===== src/design/i2p_pkg.sv =====
package i2p_pkg;

  // Input word and result word as they travel on the ports.
  typedef struct packed {
    logic [7:0] character;
    logic       end_of_expression;
  } item_t;

  typedef struct packed {
    logic [7:0] token;
    logic       token_valid;
    logic       last;
    logic       syntax_error;
  } result_t;

  // Command kinds passed from the front end to the stack engine.
  localparam int KIND_W = 3;
  localparam logic [KIND_W-1:0] CMD_DIGIT  = 3'd0;
  localparam logic [KIND_W-1:0] CMD_LPAREN = 3'd1;
  localparam logic [KIND_W-1:0] CMD_RPAREN = 3'd2;
  localparam logic [KIND_W-1:0] CMD_OPER   = 3'd3;
  localparam logic [KIND_W-1:0] CMD_END    = 3'd4;

  // Stack entry codes.
  localparam int CODE_W = 3;
  localparam logic [CODE_W-1:0] CODE_LPAREN = 3'd0;
  localparam logic [CODE_W-1:0] CODE_PLUS   = 3'd1;
  localparam logic [CODE_W-1:0] CODE_MINUS  = 3'd2;
  localparam logic [CODE_W-1:0] CODE_TIMES  = 3'd3;
  localparam logic [CODE_W-1:0] CODE_DIVIDE = 3'd4;

  typedef struct packed {
    logic [KIND_W-1:0] kind;
    logic [7:0]        ch;
    logic [CODE_W-1:0] code;
  } cmd_t;

  // ASCII characters of interest.
  localparam logic [7:0] CH_LPAREN = 8'h28;
  localparam logic [7:0] CH_RPAREN = 8'h29;
  localparam logic [7:0] CH_PLUS   = 8'h2b;
  localparam logic [7:0] CH_MINUS  = 8'h2d;
  localparam logic [7:0] CH_TIMES  = 8'h2a;
  localparam logic [7:0] CH_DIVIDE = 8'h2f;
  localparam logic [7:0] CH_ZERO   = 8'h30;
  localparam logic [7:0] CH_NINE   = 8'h39;

  localparam int CMDQ_DEPTH = 2;
  localparam int RESQ_DEPTH = 2;

  function automatic logic [7:0] code_char(input logic [CODE_W-1:0] code);
    logic [7:0] c;
    case (code)
      CODE_LPAREN: c = CH_LPAREN;
      CODE_PLUS:   c = CH_PLUS;
      CODE_MINUS:  c = CH_MINUS;
      CODE_TIMES:  c = CH_TIMES;
      CODE_DIVIDE: c = CH_DIVIDE;
      default:     c = 8'h00;
    endcase
    return c;
  endfunction

endpackage


===== src/design/i2p_fifo.sv =====
module i2p_fifo #(
  parameter int W     = 8,
  parameter int DEPTH = 2
) (
  input  logic         clk,
  input  logic         rst,
  input  logic         push,
  input  logic [W-1:0] wdata,
  input  logic         pop,
  output logic [W-1:0] rdata,
  output logic         empty,
  output logic         full
);

  localparam int AW = (DEPTH > 1) ? $clog2(DEPTH) : 1;
  localparam int CW = $clog2(DEPTH + 1);

  logic [W-1:0]  mem [DEPTH];
  logic [AW-1:0] wr_ptr;
  logic [AW-1:0] rd_ptr;
  logic [CW-1:0] fill;
  logic          do_push;
  logic          do_pop;

  assign empty   = (fill == '0);
  assign full    = (fill == CW'(DEPTH));
  assign do_push = push && !full;
  assign do_pop  = pop && !empty;
  assign rdata   = mem[rd_ptr];

  always_ff @(posedge clk) begin
    if (do_push) begin
      mem[wr_ptr] <= wdata;
    end
  end

  always_ff @(posedge clk) begin
    if (rst) begin
      wr_ptr <= '0;
      rd_ptr <= '0;
      fill   <= '0;
    end else begin
      if (do_push) begin
        wr_ptr <= (wr_ptr == AW'(DEPTH - 1)) ? '0 : wr_ptr + 1'b1;
      end
      if (do_pop) begin
        rd_ptr <= (rd_ptr == AW'(DEPTH - 1)) ? '0 : rd_ptr + 1'b1;
      end
      if (do_push && !do_pop) begin
        fill <= fill + 1'b1;
      end else if (do_pop && !do_push) begin
        fill <= fill - 1'b1;
      end
    end
  end

endmodule


===== src/design/i2p_front.sv =====
module i2p_front (
  input  logic            clk,
  input  logic            rst,
  input  logic            push,
  output logic            full,
  input  i2p_pkg::item_t  item,
  output i2p_pkg::cmd_t   cmd,
  output logic            cmd_valid,
  input  logic            cmd_take
);

  i2p_pkg::cmd_t cmd_in;
  logic          keep;
  logic          cmdq_empty;
  logic          cmdq_full;

  // Characters that mean nothing are accepted and dropped here.
  always_comb begin
    cmd_in      = '0;
    cmd_in.ch   = item.character;
    cmd_in.code = i2p_pkg::CODE_LPAREN;
    keep        = 1'b1;
    if (item.end_of_expression) begin
      cmd_in.kind = i2p_pkg::CMD_END;
    end else if (item.character >= i2p_pkg::CH_ZERO &&
                 item.character <= i2p_pkg::CH_NINE) begin
      cmd_in.kind = i2p_pkg::CMD_DIGIT;
    end else begin
      case (item.character)
        i2p_pkg::CH_LPAREN: cmd_in.kind = i2p_pkg::CMD_LPAREN;
        i2p_pkg::CH_RPAREN: cmd_in.kind = i2p_pkg::CMD_RPAREN;
        i2p_pkg::CH_PLUS: begin
          cmd_in.kind = i2p_pkg::CMD_OPER;
          cmd_in.code = i2p_pkg::CODE_PLUS;
        end
        i2p_pkg::CH_MINUS: begin
          cmd_in.kind = i2p_pkg::CMD_OPER;
          cmd_in.code = i2p_pkg::CODE_MINUS;
        end
        i2p_pkg::CH_TIMES: begin
          cmd_in.kind = i2p_pkg::CMD_OPER;
          cmd_in.code = i2p_pkg::CODE_TIMES;
        end
        i2p_pkg::CH_DIVIDE: begin
          cmd_in.kind = i2p_pkg::CMD_OPER;
          cmd_in.code = i2p_pkg::CODE_DIVIDE;
        end
        default: begin
          cmd_in.kind = i2p_pkg::CMD_DIGIT;
          keep        = 1'b0;
        end
      endcase
    end
  end

  i2p_fifo #(
    .W     ($bits(i2p_pkg::cmd_t)),
    .DEPTH (i2p_pkg::CMDQ_DEPTH)
  ) u_cmdq (
    .clk   (clk),
    .rst   (rst),
    .push  (push && keep),
    .wdata (cmd_in),
    .pop   (cmd_take),
    .rdata (cmd),
    .empty (cmdq_empty),
    .full  (cmdq_full)
  );

  assign full      = cmdq_full;
  assign cmd_valid = !cmdq_empty;

endmodule


===== src/design/i2p_back.sv =====
module i2p_back #(
  parameter int STACK_DEPTH = 32
) (
  input  logic               clk,
  input  logic               rst,
  input  i2p_pkg::cmd_t      cmd,
  input  logic               cmd_valid,
  output logic               cmd_take,
  output i2p_pkg::result_t   res_word,
  output logic               res_push,
  input  logic               res_full
);

  localparam int AW = (STACK_DEPTH > 1) ? $clog2(STACK_DEPTH) : 1;
  localparam int CW = $clog2(STACK_DEPTH + 1);

  localparam logic [1:0] ST_IDLE  = 2'd0;
  localparam logic [1:0] ST_OPER  = 2'd1;
  localparam logic [1:0] ST_RPAR  = 2'd2;
  localparam logic [1:0] ST_FLUSH = 2'd3;

  logic [1:0]                  state, state_next;
  logic [CW-1:0]               count, count_next;
  logic [CW-1:0]               lp_count, lp_count_next;
  logic                        err, err_next;
  logic                        step_err, step_err_next;
  logic [i2p_pkg::CODE_W-1:0]  cur, cur_next;

  logic [i2p_pkg::CODE_W-1:0]  mem [STACK_DEPTH];
  logic [i2p_pkg::CODE_W-1:0]  top;
  logic                        we;
  logic [i2p_pkg::CODE_W-1:0]  wdata;
  logic [AW-1:0]               waddr;
  logic [AW-1:0]               raddr;
  logic [CW-1:0]               rd_idx;
  logic [CW-1:0]               ops_left;
  logic                        stack_full;
  logic                        out_ready;
  logic                        cur_high;
  logic                        top_low;

  assign stack_full = (count == CW'(STACK_DEPTH));
  assign ops_left   = count - lp_count;
  assign out_ready  = !res_full;
  assign cur_high   = (cur == i2p_pkg::CODE_TIMES) || (cur == i2p_pkg::CODE_DIVIDE);
  assign top_low    = (top == i2p_pkg::CODE_PLUS) || (top == i2p_pkg::CODE_MINUS);
  assign waddr      = count[AW-1:0];

  // The read address follows the next depth, so top is registered together with count
  // and always holds the current top entry; a push to that same entry is forwarded.
  assign rd_idx = count_next - CW'(1);
  assign raddr  = rd_idx[AW-1:0];

  always_ff @(posedge clk) begin
    if (we) begin
      mem[waddr] <= wdata;
    end
    if (we && waddr == raddr) begin
      top <= wdata;
    end else begin
      top <= mem[raddr];
    end
  end

  always_comb begin
    state_next    = state;
    count_next    = count;
    lp_count_next = lp_count;
    err_next      = err;
    step_err_next = step_err;
    cur_next      = cur;
    cmd_take      = 1'b0;
    res_push      = 1'b0;
    res_word      = '0;
    we            = 1'b0;
    wdata         = cur;

    case (state)
      ST_IDLE: begin
        if (cmd_valid) begin
          if (cmd.kind == i2p_pkg::CMD_END) begin
            if (err || count == lp_count) begin
              // Bare end marker: error, or nothing but '(' left.
              if (out_ready) begin
                res_push              = 1'b1;
                res_word.last         = 1'b1;
                res_word.syntax_error = err;
                cmd_take              = 1'b1;
                count_next            = '0;
                lp_count_next         = '0;
                err_next              = 1'b0;
              end
            end else begin
              cmd_take   = 1'b1;
              state_next = ST_FLUSH;
            end
          end else if (err) begin
            cmd_take = 1'b1;
          end else begin
            case (cmd.kind)
              i2p_pkg::CMD_DIGIT: begin
                if (out_ready) begin
                  res_push             = 1'b1;
                  res_word.token       = cmd.ch;
                  res_word.token_valid = 1'b1;
                  cmd_take             = 1'b1;
                end
              end
              i2p_pkg::CMD_LPAREN: begin
                cmd_take = 1'b1;
                if (stack_full) begin
                  err_next = 1'b1;
                end else begin
                  we            = 1'b1;
                  wdata         = i2p_pkg::CODE_LPAREN;
                  count_next    = count + CW'(1);
                  lp_count_next = lp_count + CW'(1);
                end
              end
              i2p_pkg::CMD_RPAREN: begin
                cmd_take = 1'b1;
                // With no '(' on the stack the whole stack drains as errors.
                step_err_next = (lp_count == '0);
                state_next    = ST_RPAR;
              end
              i2p_pkg::CMD_OPER: begin
                cmd_take   = 1'b1;
                cur_next   = cmd.code;
                state_next = ST_OPER;
              end
              default: begin
                cmd_take = 1'b1;
              end
            endcase
          end
        end
      end

      ST_OPER: begin
        if (count == '0 || top == i2p_pkg::CODE_LPAREN || (cur_high && top_low)) begin
          state_next = ST_IDLE;
          if (stack_full) begin
            err_next = 1'b1;
          end else begin
            we         = 1'b1;
            wdata      = cur;
            count_next = count + CW'(1);
          end
        end else if (out_ready) begin
          res_push             = 1'b1;
          res_word.token       = i2p_pkg::code_char(top);
          res_word.token_valid = 1'b1;
          count_next           = count - CW'(1);
        end
      end

      ST_RPAR: begin
        if (count == '0) begin
          err_next   = err | step_err;
          state_next = ST_IDLE;
        end else if (top == i2p_pkg::CODE_LPAREN) begin
          count_next    = count - CW'(1);
          lp_count_next = lp_count - CW'(1);
          state_next    = ST_IDLE;
        end else if (out_ready) begin
          res_push              = 1'b1;
          res_word.token        = i2p_pkg::code_char(top);
          res_word.token_valid  = 1'b1;
          res_word.syntax_error = step_err;
          count_next            = count - CW'(1);
        end
      end

      ST_FLUSH: begin
        if (top == i2p_pkg::CODE_LPAREN) begin
          count_next    = count - CW'(1);
          lp_count_next = lp_count - CW'(1);
        end else if (out_ready) begin
          res_push             = 1'b1;
          res_word.token       = i2p_pkg::code_char(top);
          res_word.token_valid = 1'b1;
          count_next           = count - CW'(1);
          // The last operator on the stack closes the expression.
          if (ops_left == CW'(1)) begin
            res_word.last = 1'b1;
            count_next    = '0;
            lp_count_next = '0;
            err_next      = 1'b0;
            state_next    = ST_IDLE;
          end
        end
      end

      default: begin
        state_next = ST_IDLE;
      end
    endcase
  end

  always_ff @(posedge clk) begin
    if (rst) begin
      state    <= ST_IDLE;
      count    <= '0;
      lp_count <= '0;
      err      <= 1'b0;
    end else begin
      state    <= state_next;
      count    <= count_next;
      lp_count <= lp_count_next;
      err      <= err_next;
    end
  end

  always_ff @(posedge clk) begin
    step_err <= step_err_next;
    cur      <= cur_next;
  end

endmodule


===== src/design/infix_to_postfix_converter_top.sv =====
// Channel   Direction  Handshake          Word
// item      in         push / full        i2p_pkg::item_t (character, end_of_expression)
// result    out        pop / empty        i2p_pkg::result_t (token, valid, last, error)
//
// A digit or '(' is handled in the engine's idle state; an operator or ')' enters
// a state that pops the operators it displaces; an end word pops entries down to the
// deepest operator, or gives a bare last word if only '(' entries remain. Pops run one
// per cycle off the registered top-of-stack read unless stalled. A digit goes via the
// command queue to the result queue; reset is synchronous and leaves the stack. A full
// result queue stalls the engine, and full rises when the command queue fills.
module infix_to_postfix_converter_top #(
  parameter int STACK_DEPTH = 32
) (
  input  logic              clk,
  input  logic              rst,
  input  logic              push,
  output logic              full,
  input  i2p_pkg::item_t    item,
  input  logic              pop,
  output logic              empty,
  output i2p_pkg::result_t  result
);

  i2p_pkg::cmd_t    cmd;
  logic             cmd_valid;
  logic             cmd_take;
  i2p_pkg::result_t res_word;
  logic             res_push;
  logic             res_full;

  i2p_front u_front (
    .clk       (clk),
    .rst       (rst),
    .push      (push),
    .full      (full),
    .item      (item),
    .cmd       (cmd),
    .cmd_valid (cmd_valid),
    .cmd_take  (cmd_take)
  );

  i2p_back #(
    .STACK_DEPTH (STACK_DEPTH)
  ) u_back (
    .clk       (clk),
    .rst       (rst),
    .cmd       (cmd),
    .cmd_valid (cmd_valid),
    .cmd_take  (cmd_take),
    .res_word  (res_word),
    .res_push  (res_push),
    .res_full  (res_full)
  );

  i2p_fifo #(
    .W     ($bits(i2p_pkg::result_t)),
    .DEPTH (i2p_pkg::RESQ_DEPTH)
  ) u_resq (
    .clk   (clk),
    .rst   (rst),
    .push  (res_push),
    .wdata (res_word),
    .pop   (pop),
    .rdata (result),
    .empty (empty),
    .full  (res_full)
  );

endmodule


===== config.mk =====
export PLATFORM = sky130hd
export DESIGN_NAME = infix_to_postfix_converter_top
export DESIGN_NICKNAME = d
export VERILOG_FILES = /design/src/design/i2p_pkg.sv /design/src/design/i2p_fifo.sv /design/src/design/i2p_front.sv /design/src/design/i2p_back.sv /design/src/design/infix_to_postfix_converter_top.sv
export SDC_FILE = /design/constraint.sdc
export NUM_CORES = 1
export LEC_CHECK = 0
export CAP_MARGIN = 20
export CORE_ASPECT_RATIO = 0.75
export CORE_MARGIN = 2
export CORE_UTILIZATION = 64
export DETAILED_ROUTE_END_ITERATION = 10
export DONT_BUFFER_PORTS = 1
export PLACE_DENSITY_LB_ADDON = 0.15
export SYNTH_ARGS = -nofsm -noshare
export SYNTH_HDL_FRONTEND = slang
export SYNTH_SLANG_ARGS = --single-unit
export TNS_END_PERCENT = 30

===== constraint.sdc =====
create_clock -name clk -period 5 [get_ports clk]
set_clock_uncertainty 0.05 [all_clocks]
set_input_delay 1 -clock clk [delete_from_list [all_inputs] [get_ports clk]]
set_output_delay 1 -clock clk [all_outputs]
set_load 0.05 [all_outputs]

==> impl_metrics.yaml, run 1 <==
status:
  status: "finished, final reports clean"
sta:
  hold_violations: 0
  fmax_mhz: 231
  finalSetupViolations: 0
  maxSlewHeadroom_pct: 29.6
  hold_slack_ns: 0.464
  tns_ns: 0
  period_share_pct: 86.6
  finalMaxSlewViolations: 0
  finalCriticalPeriod_ns: 4.33
  worst_pin_slew_ns: 1.05
  rsz0062_at_grt: "no"
placed_design:
  port-buffer-count: 0
  place_area_sq_um: 9120
  hpwlAfterDp_um: 14300
  dp_cells: 859
  gp_congestion: 0.976
synthesis:
  synth-xor-area-share_pct: 2.04
  ys_warn_count: 0
  yosys-mux-area-fraction_pct: 12.5
  synth.distinct_cells: 78
  synth_fa_ha_area_share_pct: 3.29
  syn_nets: 744
  synth_edf_count: 150
  synthFlopType: "edfxtp_1"
  synth_top_family_by_area: "multiplexers"
  postSynth.asyncResetShare_pct: 0
  synthesis.area_sq_um: 9010
  synth_top_area_share_pct: 50.0
  synth.area.top_cells: "edfxtp_1, dfxtp_1, mux4_2"
  ys_ff_latch: 180
  synth-simple-area-share_pct: 12.0
  yosys-top-cells-count: "edfxtp_1, nor2_1, nand2_1"
  yosysSeqAreaShare_pct: 56.7
  postSynthAreaPerCell_sq_um: 12.7
  synth_compound_area_share_pct: 10.6
  synth_most_common_cell: "edfxtp_1"
  syn_inst: 709
  yosys.area.top_type: "edfxtp_1"
drt:
  wl_um: 21000
  dr.pass1.iters: 5
  routedWlPerCell_um: 23.5
  vias: 6029
  antenna_left: 0
  vias_per_cell: 6.74
  drc: 0
  drtIter0Drc: 952
pwr:
  leakage_nw: 3.32
  ir_drop_uv: 346
  power-per-cell-area_nw_per_um2: 556
run:
  drv_cap: 0
floorplanning:
  rows: 37
  die_h_um: 107
  dieArea_sq_um: 15000
  die_w_um: 141
  num_io_pins: 26
  start_util_pct: 65.5
  coreArea_sq_um: 13700
worst_setup_path:
  critPathLaunchType: "register"
  cpMostUsedCell: "a21oi_1"
  slowest_delay_ns: 0.55
  crit_chain: "buf_4 > mux4_1 > mux2i_1 > a22oi_1 > nand2_1 > a21oi_1 > a22oi_2 > a211o_4 > o31ai_2 > ha_1 > or3_1 > a21oi_1"
  end_kind: "register"
  cp_max_fo: 24
  critical_path_required_ns: 5.31
  crit_arrival_ns: 4.64
  worst-setup-path-type: "register to register"
  cp_slowest_cell: "a21oi_1"
global_route:
  grt_pass1_wl_um: 32100
  grt_overflow: 0
  grt_max_degree: 33
  grt_antenna_before_repair: 0
  grt_usage_pct: 28.6
  grt_pass1_vias: 5715
final_layout:
  final_cells: 895
  fin_nets: 741
  syn_to_final_growth_pct: 8.21
  layout-drive-gt1-share_pct: 15.6
  fin_area_sq_um: 9750
clock_network:
  clk_path_buf_depth: 2
  post_cts_buffers: 0
  cts_hold_buf: 0
  htree_levels: 4
  cts_buffers: 17
  clkSinkCount: 180
  clk_pin_slew_ns: 0.06
  insertion_delay_ns: 0.43
  cts_tree: "done"
  ctsResizeCount: 0
  cts-root-buf: "clkbuf_16"
worst_hold_path:
  hp-start: "u_front.u_cmdq.rd_ptr"
  hold_path_class: "register to register"
-- flip-flops by register name, indices dropped and copies added (netlist names), 2 cells and up, named ones only --
register / flops
u_resq.mem: 22
u_back.mem: 96
u_resq.fill: 2
u_front.u_cmdq.fill: 2
u_back.cur: 3
u_back.state: 2
u_back.count: 6
u_back.lp_count: 6
u_front.u_cmdq.mem: 28
-- cell families after synthesis --
| family | Yosys count |
|---|---|
| AND/OR/NAND/NOR | 228 |
| AO/OA/AOI/OAI | 131 |
| buffers and inverters | 56 |
| flip-flops | 180 |
| multiplexers | 70 |
| XOR/XNOR | 21 |
| adder cells (fa/ha/maj) | 23 |
-- cell type report --
| cell class | count | area (sq um) |
|---|---|---|
| Sequential cell | 180 | 5100 |
| Inverter | 22 | 82.6 |
| Multi-Input combinational cell | 473 | 3640 |
| Tap cell | 175 | 219 |
| Clock inverter | 12 | 106 |
| Timing Repair Buffer | 12 | 150 |
| Clock buffer | 20 | 437 |
| Antenna cell | 1 | 2.50 |
| Fill cell | 913 | 4000 |
-- routing by layer --
metal  GRT usage (%)  routed length [um]  up-vias
met4            6.43                 270        0
li1                -                   -     2673
met2            40.6                9220      340
met1            43.3                9460     2981
met3            9.60                2090       35
met5               0                   0        -
-- power breakdown --
group / switching (mW) / internal, mW / total [mW]
registers: 0.157 / 1.78 / 1.94
clock network: 0.564 / 0.687 / 1.25
logic: 1.38 / 0.850 / 2.23
total: 2.10 / 3.32 / 5.41
-- cell usage in the layout (no fill, tap or decap), drive strengths merged, types with 7 or more instances in the layout --
cell type | netlist | routed
nand3 | 19 | 19
a21oi | 34 | 34
nor3 | 13 | 13
and2 | 7 | 7
mux2i | 22 | 22
mux4 | 28 | 28
buf | 15 | 12
a31oi | 8 | 8
o22ai | 7 | 7
ha | 21 | 21
xnor2 | 12 | 12
nor2b | 11 | 11
clkbuf | 19 | 20
nor3b | 8 | 8
nand2 | 41 | 41
inv | 22 | 25
nor2 | 93 | 93
xor2 | 9 | 9
nand2b | 9 | 9
edfxtp | 150 | 150
clkinv | 0 | 7
o21ai | 33 | 33
dfxtp | 30 | 30
mux2 | 20 | 20
-- critical path: cells and delay by family (launching register included) --
kind | cells | cell delay (ns)
AOI/OAI and AO/OA | 6 | 1.90
adders and majority gates | 1 | 0.34
buffers and inverters | 1 | 0.40
DFF | 1 | 0.30
muxes | 2 | 0.51
and+or+nand+nor | 2 | 0.73
-- per-stage QoR --
step                power (mW)  util [%]  setup slack [ns]
finish                    5.41      70.9             0.672
global route              5.66      70.9             0.494
CTS                       5.35      70.3             0.737
detailed placement        4.10      66.3             0.812
global placement          4.04      66.3             0.919
floorplan                 3.66         -              1.40
-- worst paths after layout --
check | slack (ns) | to | depth (start not counted)
setup / recovery | 0.67 | u_resq.fill[1] | 12
hold / removal | 0.46 | u_front.u_cmdq.rd_ptr | 2
setup reg to reg | 0.67 | u_resq.fill[1] | 12
hold reg to reg | 0.46 | u_front.u_cmdq.rd_ptr | 2
(Power assumes the default switching activity.)
==> run 2: changes to the inputs <==
--- a/config.mk
+++ b/config.mk
@@ -14,5 +14,6 @@
 export PLACE_DENSITY_LB_ADDON = 0.15
 export SYNTH_ARGS = -nofsm -noshare
 export SYNTH_HDL_FRONTEND = slang
+export SYNTH_HIERARCHICAL = 1
 export SYNTH_SLANG_ARGS = --single-unit
 export TNS_END_PERCENT = 30
==> run 2 against run 1 <==
Net effect: critical path depth up 3; cell area about the same; die area up 0.53%; register-to-register slack worse by 0.40 ns; via count up 6.9%; core utilization about the same; first-iteration DRC count down 11%; sequential power up 5%; clock-buffer cell count up 4; combinational power up 15%; setup slack worse by 0.40 ns.
==> impl_metrics.yaml, run 2 <==
status:
  status: "finished, final reports clean"
drt:
  vias: 6444
  routedWlPerCell_um: 22.3
  wl_um: 21200
  vias_per_cell: 6.77
  drc: 0
  drt-met1-wl_um: 9650
  top_layer_used: "met4"
  antenna_left: 0
  dr.pass1.iters: 5
  dr_wl_met2_um: 8990
  dr_wl_met3_um: 2300
  drtIter0Drc: 845
final_layout:
  fin_nets: 798
  syn_to_final_growth_pct: 7.58
  layout_commonest_cell: "edfxtp_1"
  top_register: "u_back/mem"
  final_cells: 952
  n_antenna_cell: 0
  layout-drive-gt1-share_pct: 12.5
  reg_top3: "u_back/mem: 96 flops, u_front/u_cmdq/mem: 28 flops, u_resq/mem: 22 flops"
  largest_register_ffs: 96
  most-common-layout-cells: "edfxtp_1, nor2_1, nand2_1"
floorplanning:
  die_w_um: 141
  dieArea_sq_um: 15100
  die_h_um: 107
  rows: 37
  coreArea_sq_um: 13700
  num_io_pins: 26
  start_util_pct: 65.9
worst_setup_path:
  end_kind: "register"
  ff2ff_path_depth: 15
  reg2reg_slack_ns: 0.28
  crit_arrival_ns: 4.74
  worst-setup-path-type: "register to register"
  critPathLaunchType: "register"
  reg2reg_to: "u_resq/mem[0][6]"
  cp_max_fo: 11
  critical_path_required_ns: 5.01
  cp-endpoint: "u_resq/mem[0][6]"
synthesis:
  yosys.area.top_type: "edfxtp_1"
  yosys-top-cells-count: "edfxtp_1, nor2_1, nand2_1"
  synth_top_area_share_pct: 49.7
  postSynthAreaPerCell_sq_um: 11.7
  ys_warn_count: 6
  synth.distinct_cells: 84
  postSynth.asyncResetShare_pct: 0
  synthesis.area_sq_um: 9060
  synth.area.top_cells: "edfxtp_1, dfxtp_1, mux2i_1"
  syn_inst: 775
  synthFlopType: "edfxtp_1"
  synth_edf_count: 150
  yosysSeqAreaShare_pct: 56.4
  synth_most_common_cell: "edfxtp_1"
  ys_ff_latch: 180
  syn_nets: 809
sta:
  tns_ns: 0
  worst_pin_slew_ns: 1.25
  fmax_mhz: 212
  period_share_pct: 94.5
  rsz0062_at_grt: "no"
  hold_violations: 0
  finalCriticalPeriod_ns: 4.72
  finalSetupViolations: 0
  finalMaxSlewViolations: 0
  maxSlewHeadroom_pct: 15.6
worst_hold_path:
  hold_path_class: "register to register"
clock_network:
  cts_tree: "done"
  cts_hold_buf: 0
  cts_buffers: 17
  clk_path_buf_depth: 2
  htree_levels: 4
  clkSinkCount: 180
  clk_pin_slew_ns: 0.06
  post_cts_buffers: 0
  insertion_delay_ns: 0.42
  ctsResizeCount: 0
  cts-root-buf: "clkbuf_16"
placed_design:
  hpwlAfterDp_um: 15000
  dp_cells: 920
  gp_congestion: 0.962
  port-buffer-count: 0
global_route:
  grt_usage_pct: 29.0
  grt_pass1_vias: 6139
  grt_pass1_wl_um: 33200
  grt_max_degree: 33
  grt_overflow: 0
  grt_antenna_before_repair: 0
pwr:
  ir_drop_uv: 409
  leakage_nw: 3.43
  power-per-cell-area_nw_per_um2: 606
run:
  drv_cap: 0
run 2: kinds of logic (layout without fill, tap and decap cells):
kind of cell / Yosys count / after routing / share of synthesized area, %
AND/OR/NAND/NOR: 245 / 245 / 13.5
buffers and inverters: 73 / 75 / 3.66
adder cells (fa/ha/maj): 21 / 21 / 2.98
XOR/XNOR: 18 / 18 / 1.74
multiplexers: 71 / 71 / 8.76
AO/OA/AOI/OAI: 167 / 167 / 12.9
flip-flops: 180 / 180 / 56.4
run 2: routing by layer:
layer,track usage [%],vias to the layer above
met5,0,-
met2,41.3,369
met1,44.2,3148
li1,-,2896
met3,7.50,31
met4,8.14,0
run 2: worst min-delay path by stage:
stage / startpoint / to / slack [ns] / depth (start not counted)
after floorplan: u_front/u_cmdq/wr_ptr / u_front/u_cmdq/wr_ptr / 0.40 / 2
final: u_front/u_cmdq/wr_ptr / u_front/u_cmdq/wr_ptr / 0.43 / 2
after CTS: u_front/u_cmdq/wr_ptr / u_front/u_cmdq/wr_ptr / 0.43 / 2
after global routing: u_resq/wr_ptr / u_resq/wr_ptr / 0.46 / 2
after global placement: u_front/u_cmdq/wr_ptr / u_front/u_cmdq/wr_ptr / 0.41 / 2
after detailed placement: u_front/u_cmdq/wr_ptr / u_front/u_cmdq/wr_ptr / 0.42 / 2
run 2: worst max-delay path, stage by stage, from the launching register on:
cell	delay, ns
dfxtp_1	0.69
buf_4	0.29
nor2_2	0.11
a22oi_1	0.20
nand2_1	0.09
o31ai_1	0.61
nor2_1	0.27
o211ai_2	0.31
nand3_1	0.18
nor2_1	0.17
a21oi_1	0.07
nor3_2	0.36
or3_1	0.17
inv_1	0.06
or3_1	0.37
inv_1	0.37
run 2: final cells by class:
cell class	count	area (sq um)
clock buffers	24	502
fillers	947	4010
well taps	175	219
clock inverters	8	92.6
flip-flops and latches	180	5110
multi-input cells	522	3630
inverters	34	128
repair buffers	9	67.6
run 2: per-stage QoR:
| step | setup slack, ns | instance area, sq um | power [mW] | hold slack, ns | util, % |
|---|---|---|---|---|---|
| final | 0.275 | 9740 | 5.91 | 0.431 | 70.9 |
| after global routing | 0.0192 | 9740 | 6.21 | 0.459 | 70.9 |
| after CTS | 0.214 | 9730 | 5.83 | 0.430 | 70.8 |
| after detailed placement | 0.243 | 9140 | 4.52 | 0.421 | 66.5 |
| after global placement | 0.505 | 9140 | 4.44 | 0.408 | 66.5 |
| after floorplan | 1.44 | 9060 | 4.00 | 0.402 | - |
run 2: power breakdown:
part,switching (mW),leakage [nW],internal (mW)
clock network,0.556,0.289,0.762
registers,0.237,1.60,1.79
logic,1.65,1.54,0.917
